$ cat src/hdl/ssde_pkg.sv
// ----------------------------------------------------------------------------
// ssde_pkg
// Shared types and constants for the sprite and sample DMA engine.
// ----------------------------------------------------------------------------
package ssde_pkg;

    // Default sprite transfer length in bytes
    localparam int unsigned SPRITE_BYTES_DEF = 256;

    // Sprite data port address
    localparam logic [15:0] OAM_PORT = 16'h2004;

    // Sample fetch: three dummy reads, then the sample read
    localparam int unsigned SAMPLE_STEPS = 4;
    localparam int unsigned SAMPLE_PH_W  = $clog2(SAMPLE_STEPS);

    // Sprite sequencer phase codes
    localparam logic [1:0] SPR_PH_DUMMY = 2'd0;
    localparam logic [1:0] SPR_PH_ALIGN = 2'd1;
    localparam logic [1:0] SPR_PH_READ  = 2'd2;
    localparam logic [1:0] SPR_PH_WRITE = 2'd3;

    // One bus cycle item
    typedef struct packed {
        logic        bus_grant;
        logic        oam_request;
        logic [7:0]  oam_page;
        logic        dmc_request;
        logic [15:0] dmc_address;
        logic        odd_cycle;
        logic [15:0] cpu_pc;
        logic [7:0]  read_data;
    } item_t;

    // One result item
    typedef struct packed {
        logic        bus_valid;
        logic        bus_write;
        logic [15:0] bus_address;
        logic [7:0]  bus_data;
        logic        sample_valid;
        logic [7:0]  sample_byte;
        logic        oam_done;
        logic        dma_busy;
    } result_t;

endpackage

$ cat src/hdl/ssde_in_stage.sv
// ----------------------------------------------------------------------------
// ssde_in_stage
// Input register: holds one bus cycle item until the core takes it.
// ----------------------------------------------------------------------------
module ssde_in_stage
(
    input  logic            clk,
    input  logic            rst_n,
    input  logic            cycle_valid,
    output logic            cycle_stall,
    input  ssde_pkg::item_t cycle_item,
    input  logic            advance,
    output logic            item_valid,
    output ssde_pkg::item_t item
);

    logic            hold_valid_reg;
    logic            hold_valid_next;
    ssde_pkg::item_t hold_item_reg;
    logic            load;

    // Take a new item when empty or when the held one moves on
    assign load        = !hold_valid_reg || advance;
    assign cycle_stall = !load;

    always_comb
    begin
        hold_valid_next = hold_valid_reg;
        if (load)
        begin
            hold_valid_next = cycle_valid;
        end
    end

    // Hold the valid flag
    always_ff @(posedge clk or negedge rst_n)
    begin
        if (!rst_n)
        begin
            hold_valid_reg <= 1'b0;
        end
        else
        begin
            hold_valid_reg <= hold_valid_next;
        end
    end

    // Capture the payload
    always_ff @(posedge clk)
    begin
        if (load && cycle_valid)
        begin
            hold_item_reg <= cycle_item;
        end
    end

    assign item_valid = hold_valid_reg;
    assign item       = hold_item_reg;

endmodule

$ cat src/hdl/ssde_core.sv
// ----------------------------------------------------------------------------
// ssde_core
// Transfer state and the combinational step logic for one bus cycle item.
// ----------------------------------------------------------------------------
module ssde_core
#(
    parameter int unsigned SPRITE_BYTES = ssde_pkg::SPRITE_BYTES_DEF
)
(
    input  logic              clk,
    input  logic              rst_n,
    input  logic              advance,
    input  ssde_pkg::item_t   item,
    output ssde_pkg::result_t result
);

    localparam int unsigned IDX_W = $clog2(SPRITE_BYTES + 1);
    localparam int unsigned SPW   = ssde_pkg::SAMPLE_PH_W;

    logic             sprite_pending_reg, sprite_pending_next;
    logic [7:0]       sprite_page_reg, sprite_page_next;
    logic             sprite_active_reg, sprite_active_next;
    logic [1:0]       sprite_phase_reg, sprite_phase_next;
    logic             align_needed_reg, align_needed_next;
    logic [IDX_W-1:0] sprite_index_reg, sprite_index_next;
    logic             sample_pending_reg, sample_pending_next;
    logic [15:0]      sample_addr_reg, sample_addr_next;
    logic             sample_active_reg, sample_active_next;
    logic [SPW-1:0]   sample_phase_reg, sample_phase_next;
    logic             sample_collect_reg, sample_collect_next;
    logic [7:0]       data_latch_reg, data_latch_next;
    logic             latch_due_reg, latch_due_next;

    logic             idle_bus;
    logic             start_sample;
    logic             start_sprite;
    logic [IDX_W-1:0] idx_inc;
    logic [8:0]       idx_ext;

    // Step logic for one item
    always_comb
    begin
        sprite_pending_next = sprite_pending_reg;
        sprite_page_next    = sprite_page_reg;
        sprite_active_next  = sprite_active_reg;
        sprite_phase_next   = sprite_phase_reg;
        align_needed_next   = align_needed_reg;
        sprite_index_next   = sprite_index_reg;
        sample_pending_next = sample_pending_reg;
        sample_addr_next    = sample_addr_reg;
        sample_active_next  = sample_active_reg;
        sample_phase_next   = sample_phase_reg;
        sample_collect_next = 1'b0;
        data_latch_next     = latch_due_reg ? item.read_data : data_latch_reg;
        latch_due_next      = 1'b0;
        idx_inc             = sprite_index_reg + IDX_W'(1);
        idx_ext             = 9'(sprite_index_reg);
        result              = '0;

        // Hand out a sample byte fetched on the previous item
        result.sample_valid = sample_collect_reg;
        result.sample_byte  = sample_collect_reg ? item.read_data : 8'h00;

        // Take new requests unless one of the same kind is in flight
        if (item.oam_request && !sprite_pending_reg && !sprite_active_reg)
        begin
            sprite_pending_next = 1'b1;
            sprite_page_next    = item.oam_page;
        end
        if (item.dmc_request && !sample_pending_reg && !sample_active_reg)
        begin
            sample_pending_next = 1'b1;
            sample_addr_next    = item.dmc_address;
        end

        // Start a transfer; sample wins
        idle_bus     = item.bus_grant && !sample_active_reg && !sprite_active_reg;
        start_sample = idle_bus && sample_pending_next;
        start_sprite = idle_bus && !sample_pending_next && sprite_pending_next;
        if (start_sample)
        begin
            sample_pending_next = 1'b0;
            sample_active_next  = 1'b1;
            sample_phase_next   = '0;
        end
        if (start_sprite)
        begin
            sprite_pending_next = 1'b0;
            sprite_active_next  = 1'b1;
            align_needed_next   = item.odd_cycle;
            sprite_phase_next   = ssde_pkg::SPR_PH_DUMMY;
            sprite_index_next   = '0;
            idx_inc             = IDX_W'(1);
            idx_ext             = 9'd0;
        end

        // Drive the bus access
        if (item.bus_grant && sample_active_next)
        begin
            result.bus_valid = 1'b1;
            if (sample_phase_next == SPW'(ssde_pkg::SAMPLE_STEPS - 1))
            begin
                result.bus_address  = sample_addr_next;
                sample_active_next  = 1'b0;
                sample_phase_next   = '0;
                sample_collect_next = 1'b1;
            end
            else
            begin
                result.bus_address = item.cpu_pc;
                sample_phase_next  = sample_phase_next + SPW'(1);
            end
        end
        else if (item.bus_grant && sprite_active_next)
        begin
            result.bus_valid = 1'b1;
            case (sprite_phase_next)
                ssde_pkg::SPR_PH_DUMMY:
                begin
                    result.bus_address = item.cpu_pc;
                    sprite_phase_next  = align_needed_next ? ssde_pkg::SPR_PH_ALIGN
                                                           : ssde_pkg::SPR_PH_READ;
                end
                ssde_pkg::SPR_PH_ALIGN:
                begin
                    result.bus_address = item.cpu_pc;
                    align_needed_next  = 1'b0;
                    sprite_phase_next  = ssde_pkg::SPR_PH_READ;
                end
                ssde_pkg::SPR_PH_READ:
                begin
                    result.bus_address = {sprite_page_next, idx_ext[7:0]};
                    latch_due_next     = 1'b1;
                    sprite_phase_next  = ssde_pkg::SPR_PH_WRITE;
                end
                default:
                begin
                    result.bus_write   = 1'b1;
                    result.bus_address = ssde_pkg::OAM_PORT;
                    result.bus_data    = data_latch_next;
                    sprite_index_next  = idx_inc;
                    if (idx_inc == IDX_W'(SPRITE_BYTES))
                    begin
                        sprite_active_next = 1'b0;
                        sprite_phase_next  = ssde_pkg::SPR_PH_DUMMY;
                        result.oam_done    = 1'b1;
                    end
                    else
                    begin
                        sprite_phase_next = ssde_pkg::SPR_PH_READ;
                    end
                end
            endcase
        end

        result.dma_busy = result.bus_valid || sprite_pending_next || sprite_active_next ||
                          sample_pending_next || sample_active_next || sample_collect_next;
    end

    // Advance the control state
    always_ff @(posedge clk or negedge rst_n)
    begin
        if (!rst_n)
        begin
            sprite_pending_reg <= 1'b0;
            sprite_active_reg  <= 1'b0;
            sprite_phase_reg   <= ssde_pkg::SPR_PH_DUMMY;
            align_needed_reg   <= 1'b0;
            sprite_index_reg   <= '0;
            sample_pending_reg <= 1'b0;
            sample_active_reg  <= 1'b0;
            sample_phase_reg   <= '0;
            sample_collect_reg <= 1'b0;
            latch_due_reg      <= 1'b0;
        end
        else if (advance)
        begin
            sprite_pending_reg <= sprite_pending_next;
            sprite_active_reg  <= sprite_active_next;
            sprite_phase_reg   <= sprite_phase_next;
            align_needed_reg   <= align_needed_next;
            sprite_index_reg   <= sprite_index_next;
            sample_pending_reg <= sample_pending_next;
            sample_active_reg  <= sample_active_next;
            sample_phase_reg   <= sample_phase_next;
            sample_collect_reg <= sample_collect_next;
            latch_due_reg      <= latch_due_next;
        end
    end

    // Advance page, address and data latch
    always_ff @(posedge clk)
    begin
        if (advance)
        begin
            sprite_page_reg <= sprite_page_next;
            sample_addr_reg <= sample_addr_next;
            data_latch_reg  <= data_latch_next;
        end
    end

    // Only one transfer owns the bus at a time
    a_one_active: assert property (@(posedge clk) disable iff (!rst_n)
        !(sample_active_reg && sprite_active_reg))
        else $error("sample and sprite transfers active together");

    // A byte awaited for audio means the sample transfer has finished
    a_collect_idle: assert property (@(posedge clk) disable iff (!rst_n)
        sample_collect_reg |-> !sample_active_reg)
        else $error("sample byte awaited while sample fetch still active");

    // A latched sprite byte is always followed by its write phase
    a_latch_write: assert property (@(posedge clk) disable iff (!rst_n)
        latch_due_reg |-> (sprite_active_reg && sprite_phase_reg == ssde_pkg::SPR_PH_WRITE))
        else $error("sprite byte latched outside the write phase");

    // Byte index stays inside the page transfer
    a_index_range: assert property (@(posedge clk) disable iff (!rst_n)
        sprite_active_reg |-> (sprite_index_reg <= IDX_W'(SPRITE_BYTES - 1)))
        else $error("sprite index past the transfer length");

    // A held item leaves the state untouched
    a_hold_state: assert property (@(posedge clk) disable iff (!rst_n)
        !advance |=> ($stable(sprite_index_reg) && $stable(sample_phase_reg)))
        else $error("transfer state moved without an item");

endmodule

$ cat src/hdl/ssde_out_stage.sv
// ----------------------------------------------------------------------------
// ssde_out_stage
// Result register: holds one result item until the consumer takes it.
// ----------------------------------------------------------------------------
module ssde_out_stage
(
    input  logic              clk,
    input  logic              rst_n,
    input  logic              advance,
    input  ssde_pkg::result_t result,
    output logic              room,
    output logic              access_valid,
    input  logic              access_stall,
    output ssde_pkg::result_t access
);

    logic              res_valid_reg;
    logic              res_valid_next;
    ssde_pkg::result_t res_reg;

    // Accept a result when empty or when the current one leaves
    assign room = !res_valid_reg || !access_stall;

    always_comb
    begin
        res_valid_next = res_valid_reg && access_stall;
        if (advance)
        begin
            res_valid_next = 1'b1;
        end
    end

    // Hold the valid flag
    always_ff @(posedge clk or negedge rst_n)
    begin
        if (!rst_n)
        begin
            res_valid_reg <= 1'b0;
        end
        else
        begin
            res_valid_reg <= res_valid_next;
        end
    end

    // Capture the result payload
    always_ff @(posedge clk)
    begin
        if (advance)
        begin
            res_reg <= result;
        end
    end

    assign access_valid = res_valid_reg;
    assign access       = res_reg;

endmodule

$ cat src/hdl/sprite_and_sample_dma_engine_unit.sv
// ----------------------------------------------------------------------------
// sprite_and_sample_dma_engine_unit
// Sprite page copy and sample byte fetch DMA, one bus cycle per item.
// ----------------------------------------------------------------------------
//  Channel   Handshake                    Payload
//  cycle     cycle_valid / cycle_stall    bus_grant .. read_data (one bus cycle)
//  access    access_valid / access_stall  bus_valid .. dma_busy (one result)
//
//  One item per clock sustained while access_stall is low; an accepted item waits in the input
//  register, then the step logic between the two registers computes its result, which is
//  captured in the result register and taken from there by the consumer.
//  Reset clears the transfer control state; no transfer is pending after reset.
//  A stall on access backs up into cycle_stall only once both registers hold.
// ----------------------------------------------------------------------------
module sprite_and_sample_dma_engine_unit
#(
    parameter int unsigned SPRITE_BYTES = ssde_pkg::SPRITE_BYTES_DEF
)
(
    input  logic        clk,
    input  logic        rst_n,
    input  logic        cycle_valid,
    output logic        cycle_stall,
    input  logic        bus_grant,
    input  logic        oam_request,
    input  logic [7:0]  oam_page,
    input  logic        dmc_request,
    input  logic [15:0] dmc_address,
    input  logic        odd_cycle,
    input  logic [15:0] cpu_pc,
    input  logic [7:0]  read_data,
    output logic        access_valid,
    input  logic        access_stall,
    output logic        bus_valid,
    output logic        bus_write,
    output logic [15:0] bus_address,
    output logic [7:0]  bus_data,
    output logic        sample_valid,
    output logic [7:0]  sample_byte,
    output logic        oam_done,
    output logic        dma_busy
);

    ssde_pkg::item_t   cycle_item;
    ssde_pkg::item_t   item;
    ssde_pkg::result_t result;
    ssde_pkg::result_t access;
    logic              item_valid;
    logic              room;
    logic              advance;

    // Pack the input fields
    always_comb
    begin
        cycle_item.bus_grant   = bus_grant;
        cycle_item.oam_request = oam_request;
        cycle_item.oam_page    = oam_page;
        cycle_item.dmc_request = dmc_request;
        cycle_item.dmc_address = dmc_address;
        cycle_item.odd_cycle   = odd_cycle;
        cycle_item.cpu_pc      = cpu_pc;
        cycle_item.read_data   = read_data;
    end

    // Move an item through the step logic when the result register has room
    assign advance = item_valid && room;

    ssde_in_stage u_in
    (
        .clk         (clk),
        .rst_n       (rst_n),
        .cycle_valid (cycle_valid),
        .cycle_stall (cycle_stall),
        .cycle_item  (cycle_item),
        .advance     (advance),
        .item_valid  (item_valid),
        .item        (item)
    );

    ssde_core
    #(
        .SPRITE_BYTES (SPRITE_BYTES)
    )
    u_core
    (
        .clk     (clk),
        .rst_n   (rst_n),
        .advance (advance),
        .item    (item),
        .result  (result)
    );

    ssde_out_stage u_out
    (
        .clk          (clk),
        .rst_n        (rst_n),
        .advance      (advance),
        .result       (result),
        .room         (room),
        .access_valid (access_valid),
        .access_stall (access_stall),
        .access       (access)
    );

    // Unpack the result fields
    assign bus_valid    = access.bus_valid;
    assign bus_write    = access.bus_write;
    assign bus_address  = access.bus_address;
    assign bus_data     = access.bus_data;
    assign sample_valid = access.sample_valid;
    assign sample_byte  = access.sample_byte;
    assign oam_done     = access.oam_done;
    assign dma_busy     = access.dma_busy;

endmodule

$ cat config.mk
export PLATFORM = sky130hd
export DESIGN_NAME = sprite_and_sample_dma_engine_unit
export DESIGN_NICKNAME = d
export VERILOG_FILES = /design/src/hdl/ssde_pkg.sv /design/src/hdl/ssde_in_stage.sv /design/src/hdl/ssde_core.sv /design/src/hdl/ssde_out_stage.sv /design/src/hdl/sprite_and_sample_dma_engine_unit.sv
export SDC_FILE = /design/constraint.sdc
export NUM_CORES = 1
export LEC_CHECK = 0
export BUFFER_PORTS_ARGS = -buffer_cell sky130_fd_sc_hd__buf_2
export CAP_MARGIN = 20
export CORE_MARGIN = 2
export CORE_UTILIZATION = 51
export CTS_CLUSTER_DIAMETER = 200
export DETAILED_ROUTE_END_ITERATION = 12
export GPL_TIMING_DRIVEN = 0
export PLACE_DENSITY = 0.87
export SYNTH_ARGS = -nofsm -noshare
export SYNTH_HDL_FRONTEND = slang
export SYNTH_SLANG_ARGS = --single-unit
$ cat constraint.sdc
create_clock -name clk -period 3 [get_ports clk]
set_clock_uncertainty 0.2 [all_clocks]
set_input_delay 0 -clock clk [delete_from_list [all_inputs] [get_ports clk]]
set_output_delay 0 -clock clk [all_outputs]
set_load 0.02 [all_outputs]
* After elaboration in Yosys (flattened, before gate mapping)
Cells that the tools add are included.
Cells by class: add/sub/neg operators 2, eq/ne operators 4, muxes and demuxes 47, bitwise operators 1, reductions and logical operators 35
Operators by type and width (count):
- 16-bit 2-to-1 mux | 3
- 9-bit 2-to-1 mux | 5
- 16-bit case mux with 2 select lines | 1
- 26-bit 2-to-1 mux | 1
- 1-bit 2-to-1 mux | 25
- 8-bit 2-to-1 mux | 3
- 2-bit 2-to-1 mux | 8
- 1-bit logical AND | 14
- 9-bit by 1-bit adder with 9-bit output (second input constant) | 1
- 9-bit == test (second input constant) | 1
- 1-bit zero test | 9
- 1-bit logical OR | 7
- 2-bit case mux with 3 select lines | 1
- 5-bit OR reduction | 1
- 2-bit == test (second input constant) | 2
- 2-bit OR reduction | 2
- 3-bit OR reduction | 1
- 2-bit by 1-bit adder with 2-bit output (second input constant) | 1
- 2-bit by 1-bit == test with 1-bit output (second input constant) | 1
- 2-bit zero test | 1
- 1-bit inverter | 1
Word-level totals: register bits 143, bits of input ports 56, output and inout bits 39, logic and storage cells 120

* Logic depth before layout (Yosys ltp)
word-level depth 18, mapped depth 13

* Cells and area by module
A second synthesis with hierarchy kept.
Second synthesis, totals: cell total of the unflattened synthesis 426, area, all modules 6226.0 µm²
Modules (own cells, without submodules):
- ssde_core | instances 1, cells an instance 328, area an instance 3453.3 µm²
- ssde_in_stage | instances 1, cells an instance 57, area an instance 1619.1 µm²
- ssde_out_stage | instances 1, cells an instance 40, area an instance 1147.4 µm²
- sprite_and_sample_dma_engine_unit | instances 1, cells an instance 1, area an instance 6.3 µm²

* Worst setup path after synthesis
No wires, ideal clock.
path kind reg2reg, start point register u_out.res_valid_reg (netlist: u_out.access_valid), end point register u_core.sprite_phase_reg[1], library setup time 0.104 ns, data arrival time 3.106 ns, setup slack -0.409 ns, cell stages (with the launch flop) 7, path buffers 0, period minus slack after synthesis 3.409 ns, cells stage by stage dfrtp_1 -> nand2_1 -> nand2_1 -> clkinv_1 -> nand3_1 -> a2111oi_0 -> a221oi_1
Between the ends: cells in the longest elaborated chain, start to end 3
RTL lines:
- start, declared | line ssde_out_stage.sv:17 | logic res_valid_reg;
- start signal, assigned | line ssde_out_stage.sv:42 | res_valid_reg <= res_valid_next;
- 1-bit zero test | line ssde_out_stage.sv:22 | assign room = !res_valid_reg || !access_stall;
- 1-bit logical OR | line ssde_out_stage.sv:22
- 1-bit logical AND | line sprite_and_sample_dma_engine_unit.sv:66 | assign advance = item_valid && room;
- net advance | line sprite_and_sample_dma_engine_unit.sv:50 | logic advance;
- end signal, assigned | line ssde_core.sv:167 | sprite_phase_reg <= ssde_pkg::SPR_PH_DUMMY;
- end signal, assigned | line ssde_core.sv:180 | sprite_phase_reg <= sprite_phase_next;
- end, declared | line ssde_core.sv:23 | logic [1:0] sprite_phase_reg, sprite_phase_next;
The timed path passes the listed nets, and every way through them passes these cells. A chain may end at the register's enable or synchronous reset.

==> impl_metrics.py <==
metrics = {
    "timing": {
        "fin_setup_tns_ns": 0,
        "tightest_slew_ns": 0.691,
        "hold_violations": 0,
        "setup_viol": 0,
        "slew_viol_final": 0,
        "fin_crit_sh": 0.968,
        "finalCriticalPeriod_ns": 2.90,
        "max_freq_ghz": 0.344,
        "slew_headroom": 0.539,
    },
    "worst_setup_path": {
        "worstPathArrival_ns": 2.90,
        "endpoint_kind": "register",
        "worstSetupPathType": "register to register",
        "required_ns": 2.99,
        "start_kind": "register",
        "crit_fanout": 10,
    },
    "drt": {
        "first_pass_iters": 5,
        "drtAntennaViolNets": 0,
        "wl_per_cell_um": 19.8,
        "route.detailed.drc": 0,
        "num_vias": 4339,
        "first_iter_violations": 357,
        "drt-total-wl_um": 14900,
        "viasPerCell": 5.78,
    },
    "grt": {
        "grt_pass1_wl_um": 22600,
        "grt_usage": 0.238,
        "grt_pass1_vias": 4330,
        "grt_overflow": 0,
        "antenna_found_initial": 0,
        "grt_max_degree": 40,
    },
    "floorplan": {
        "rows": 40,
        "dieArea_mm2": 0.0129,
        "core_mm2": 0.0119,
        "initial_utilization": 0.517,
        "die_y_um": 114,
        "die_x_um": 114,
        "ioPinCount": 95,
    },
    "clock_tree": {
        "clock-sinks": 143,
        "clk_pin_slew_ns": 0.07,
        "cts_tree": "built",
        "root_buffer": "clkbuf_16",
        "cts_buffers": 17,
        "clockBufferDepth": 2,
        "htreeDepth": 4,
        "worstSkewPairLatency_ns": 0.43,
    },
    "finish": {
        "final_common_cell": "edfxtp_1",
        "drive_above_1_share": 0.343,
        "final_cell_mix": "edfxtp_1, buf_2, dlygate4sd3_1",
        "seq_area_mm2": 0.00418,
        "fillers": 761,
        "layout-area-overhead-vs-synth_pct": 31.0,
        "finish.instance_area_mm2": 0.00803,
        "layout.nets": 653,
        "final_util": 0.677,
        "largest_reg_flops": 52,
        "multi_input_area_mm2": 0.00181,
        "antennaDiodeCount": 0,
    },
    "synth": {
        "synthCells": 420,
        "synth_area_mm2": 0.00613,
        "yosysWarnings": 0,
        "async_reset_ff_frac": 0.154,
        "syn-mean-instance-area_um2": 14.6,
        "ys_types": 63,
        "ys_seq_area_frac": 0.682,
        "syn_nets": 482,
        "ys_ff_latch": 143,
        "synth-edff-count": 121,
        "synth_top_area_frac": 0.593,
        "synthFlopType": "edfxtp_1",
        "synth_top_area_cell": "edfxtp_1",
        "synth_area_leaders": "edfxtp_1, dfrtp_1, mux2_2",
    },
    "job": {
        "drv_cap": 0,
    },
    "hold_path": {
        "hp-class": "primary input to register",
    },
    "placed_design": {
        "numPortBuffers": 94,
        "placed_area_mm2": 0.00683,
        "hpwl_um": 9120,
        "gp_congestion": 0.811,
    },
    "power_and_ir_drop": {
        "leakage_nw": 3.04,
        "powerDensity_mw_per_mm2": 814,
        "peakVddDrop_uv": 452,
    },
    "run_status": {
        "outcome": "finished, final reports clean",
    },
}
-- layer usage --
| metal | routed length, µm | vias up | track usage |
|---|---|---|---|
| met1 | 5790 | 2117 | 0.282 |
| met3 | 1070 | 44 | 0.0670 |
| met4 | 503 | 0 | 0.119 |
| li1 | - | 1960 | - |
| met5 | 0 | - | 0 |
| met2 | 7510 | 218 | 0.400 |
-- critical path: stages (launching register included) --
cell and delay [ns]:
dfrtp_1 0.35, buf_2 0.17, nor3b_4 0.26, nand3_2 0.12, buf_4 0.21, buf_4 0.19, nand2_1 0.14, ha_2 0.31
clkbuf_2 0.30, a22oi_1 0.16, o32ai_1 0.24
-- synth_stat cells, types with 4 or more instances --
cell type,count
edfxtp_1,121
nor2_1,41
mux2_2,33
dfrtp_1,22
nand2_1,18
o32ai_1,16
inv_1,14
and2_1,11
nand3_1,10
nor2b_1,10
a21oi_1,9
a22oi_1,8
buf_2,8
clkbuf_1,8
a32oi_1,7
ha_1,6
o21ai_0,5
a31oi_1,4
buf_4,4
-- cells by family (layout without fill, tap and decap cells) --
family	count (synthesis)	count (layout)	share of synthesized area
xor gates and xnor gates	3	3	0.00429
AOI/OAI and AO/OA	75	75	0.0976
buffers and inverters	38	222	0.0288
adders and majority gates	6	6	0.0122
muxes	36	36	0.0657
and+or+nand+nor	119	119	0.109
DFF	143	143	0.682
-- layout make-up --
type,instances,share of cell area
sequential,143,0.521
multi-input combinational,239,0.226
timing repair buffer,155,0.137
clock buffer,17,0.0530
tap,147,0.0229
clock inverter,15,0.0185
buffer,19,0.0140
inverter,16,0.00763
-- repair_timing --
item | in CTS | in global routing
pin swaps | 0 | 1
gates cloned | 0 | 0
endpoints found under the hold margin | 76 | 0
setup endpoints to repair | 24 | 35
resized for setup | 4 | 9
hold buffers | 57 | 0
setup buffers | 0 | 1
-- where the power goes --
part / internal (mW) / leakage, nW / switching (mW)
combinational: 0.701 / 1.35 / 1.08
sequential: 2.53 / 1.42 / 0.176
clock: 1.16 / 0.272 / 0.890
-- through the flow --
stage          cells  hold slack [ns]  setup slack (ns)  total power, mW
6_report         751           0.0739            0.0962             6.54
5_1_grt          751           0.0713           -0.0116             6.78
4_1_cts          750           0.0583           0.00983             6.45
3_5_place_dp     663           -0.183            -0.244             4.34
3_3_place_gp     661           -0.189            -0.158             4.23
2_1_floorplan    420           -0.496             0.281             3.84
-- worst paths after layout --
kind	start	to	slack [ns]	cells past startpoint
setup reg to reg	u_core.sample_active_reg$_DFFE_PN0P_	u_out.access[30]$_DFFE_PP_	0.1	10
hold / removal	oam_page[6]	u_in.item[48]$_DFFE_PP_	0.07	2
setup / recovery	u_core.sample_active_reg$_DFFE_PN0P_	u_out.access[30]$_DFFE_PP_	0.1	10
min in group asynchronous	rst_n	u_core.sprite_index_reg[2]$_DFFE_PN0P_	0.43	3
max in group asynchronous	rst_n	u_core.latch_due_reg$_DFFE_PN0P_	1.69	4
hold reg to reg	u_core.sample_phase_reg[1]$_DFFE_PN0P_	u_core.sample_phase_reg[1]$_DFFE_PN0P_	0.30	1
No activity file was read; power rests on OpenSTA's default activity.
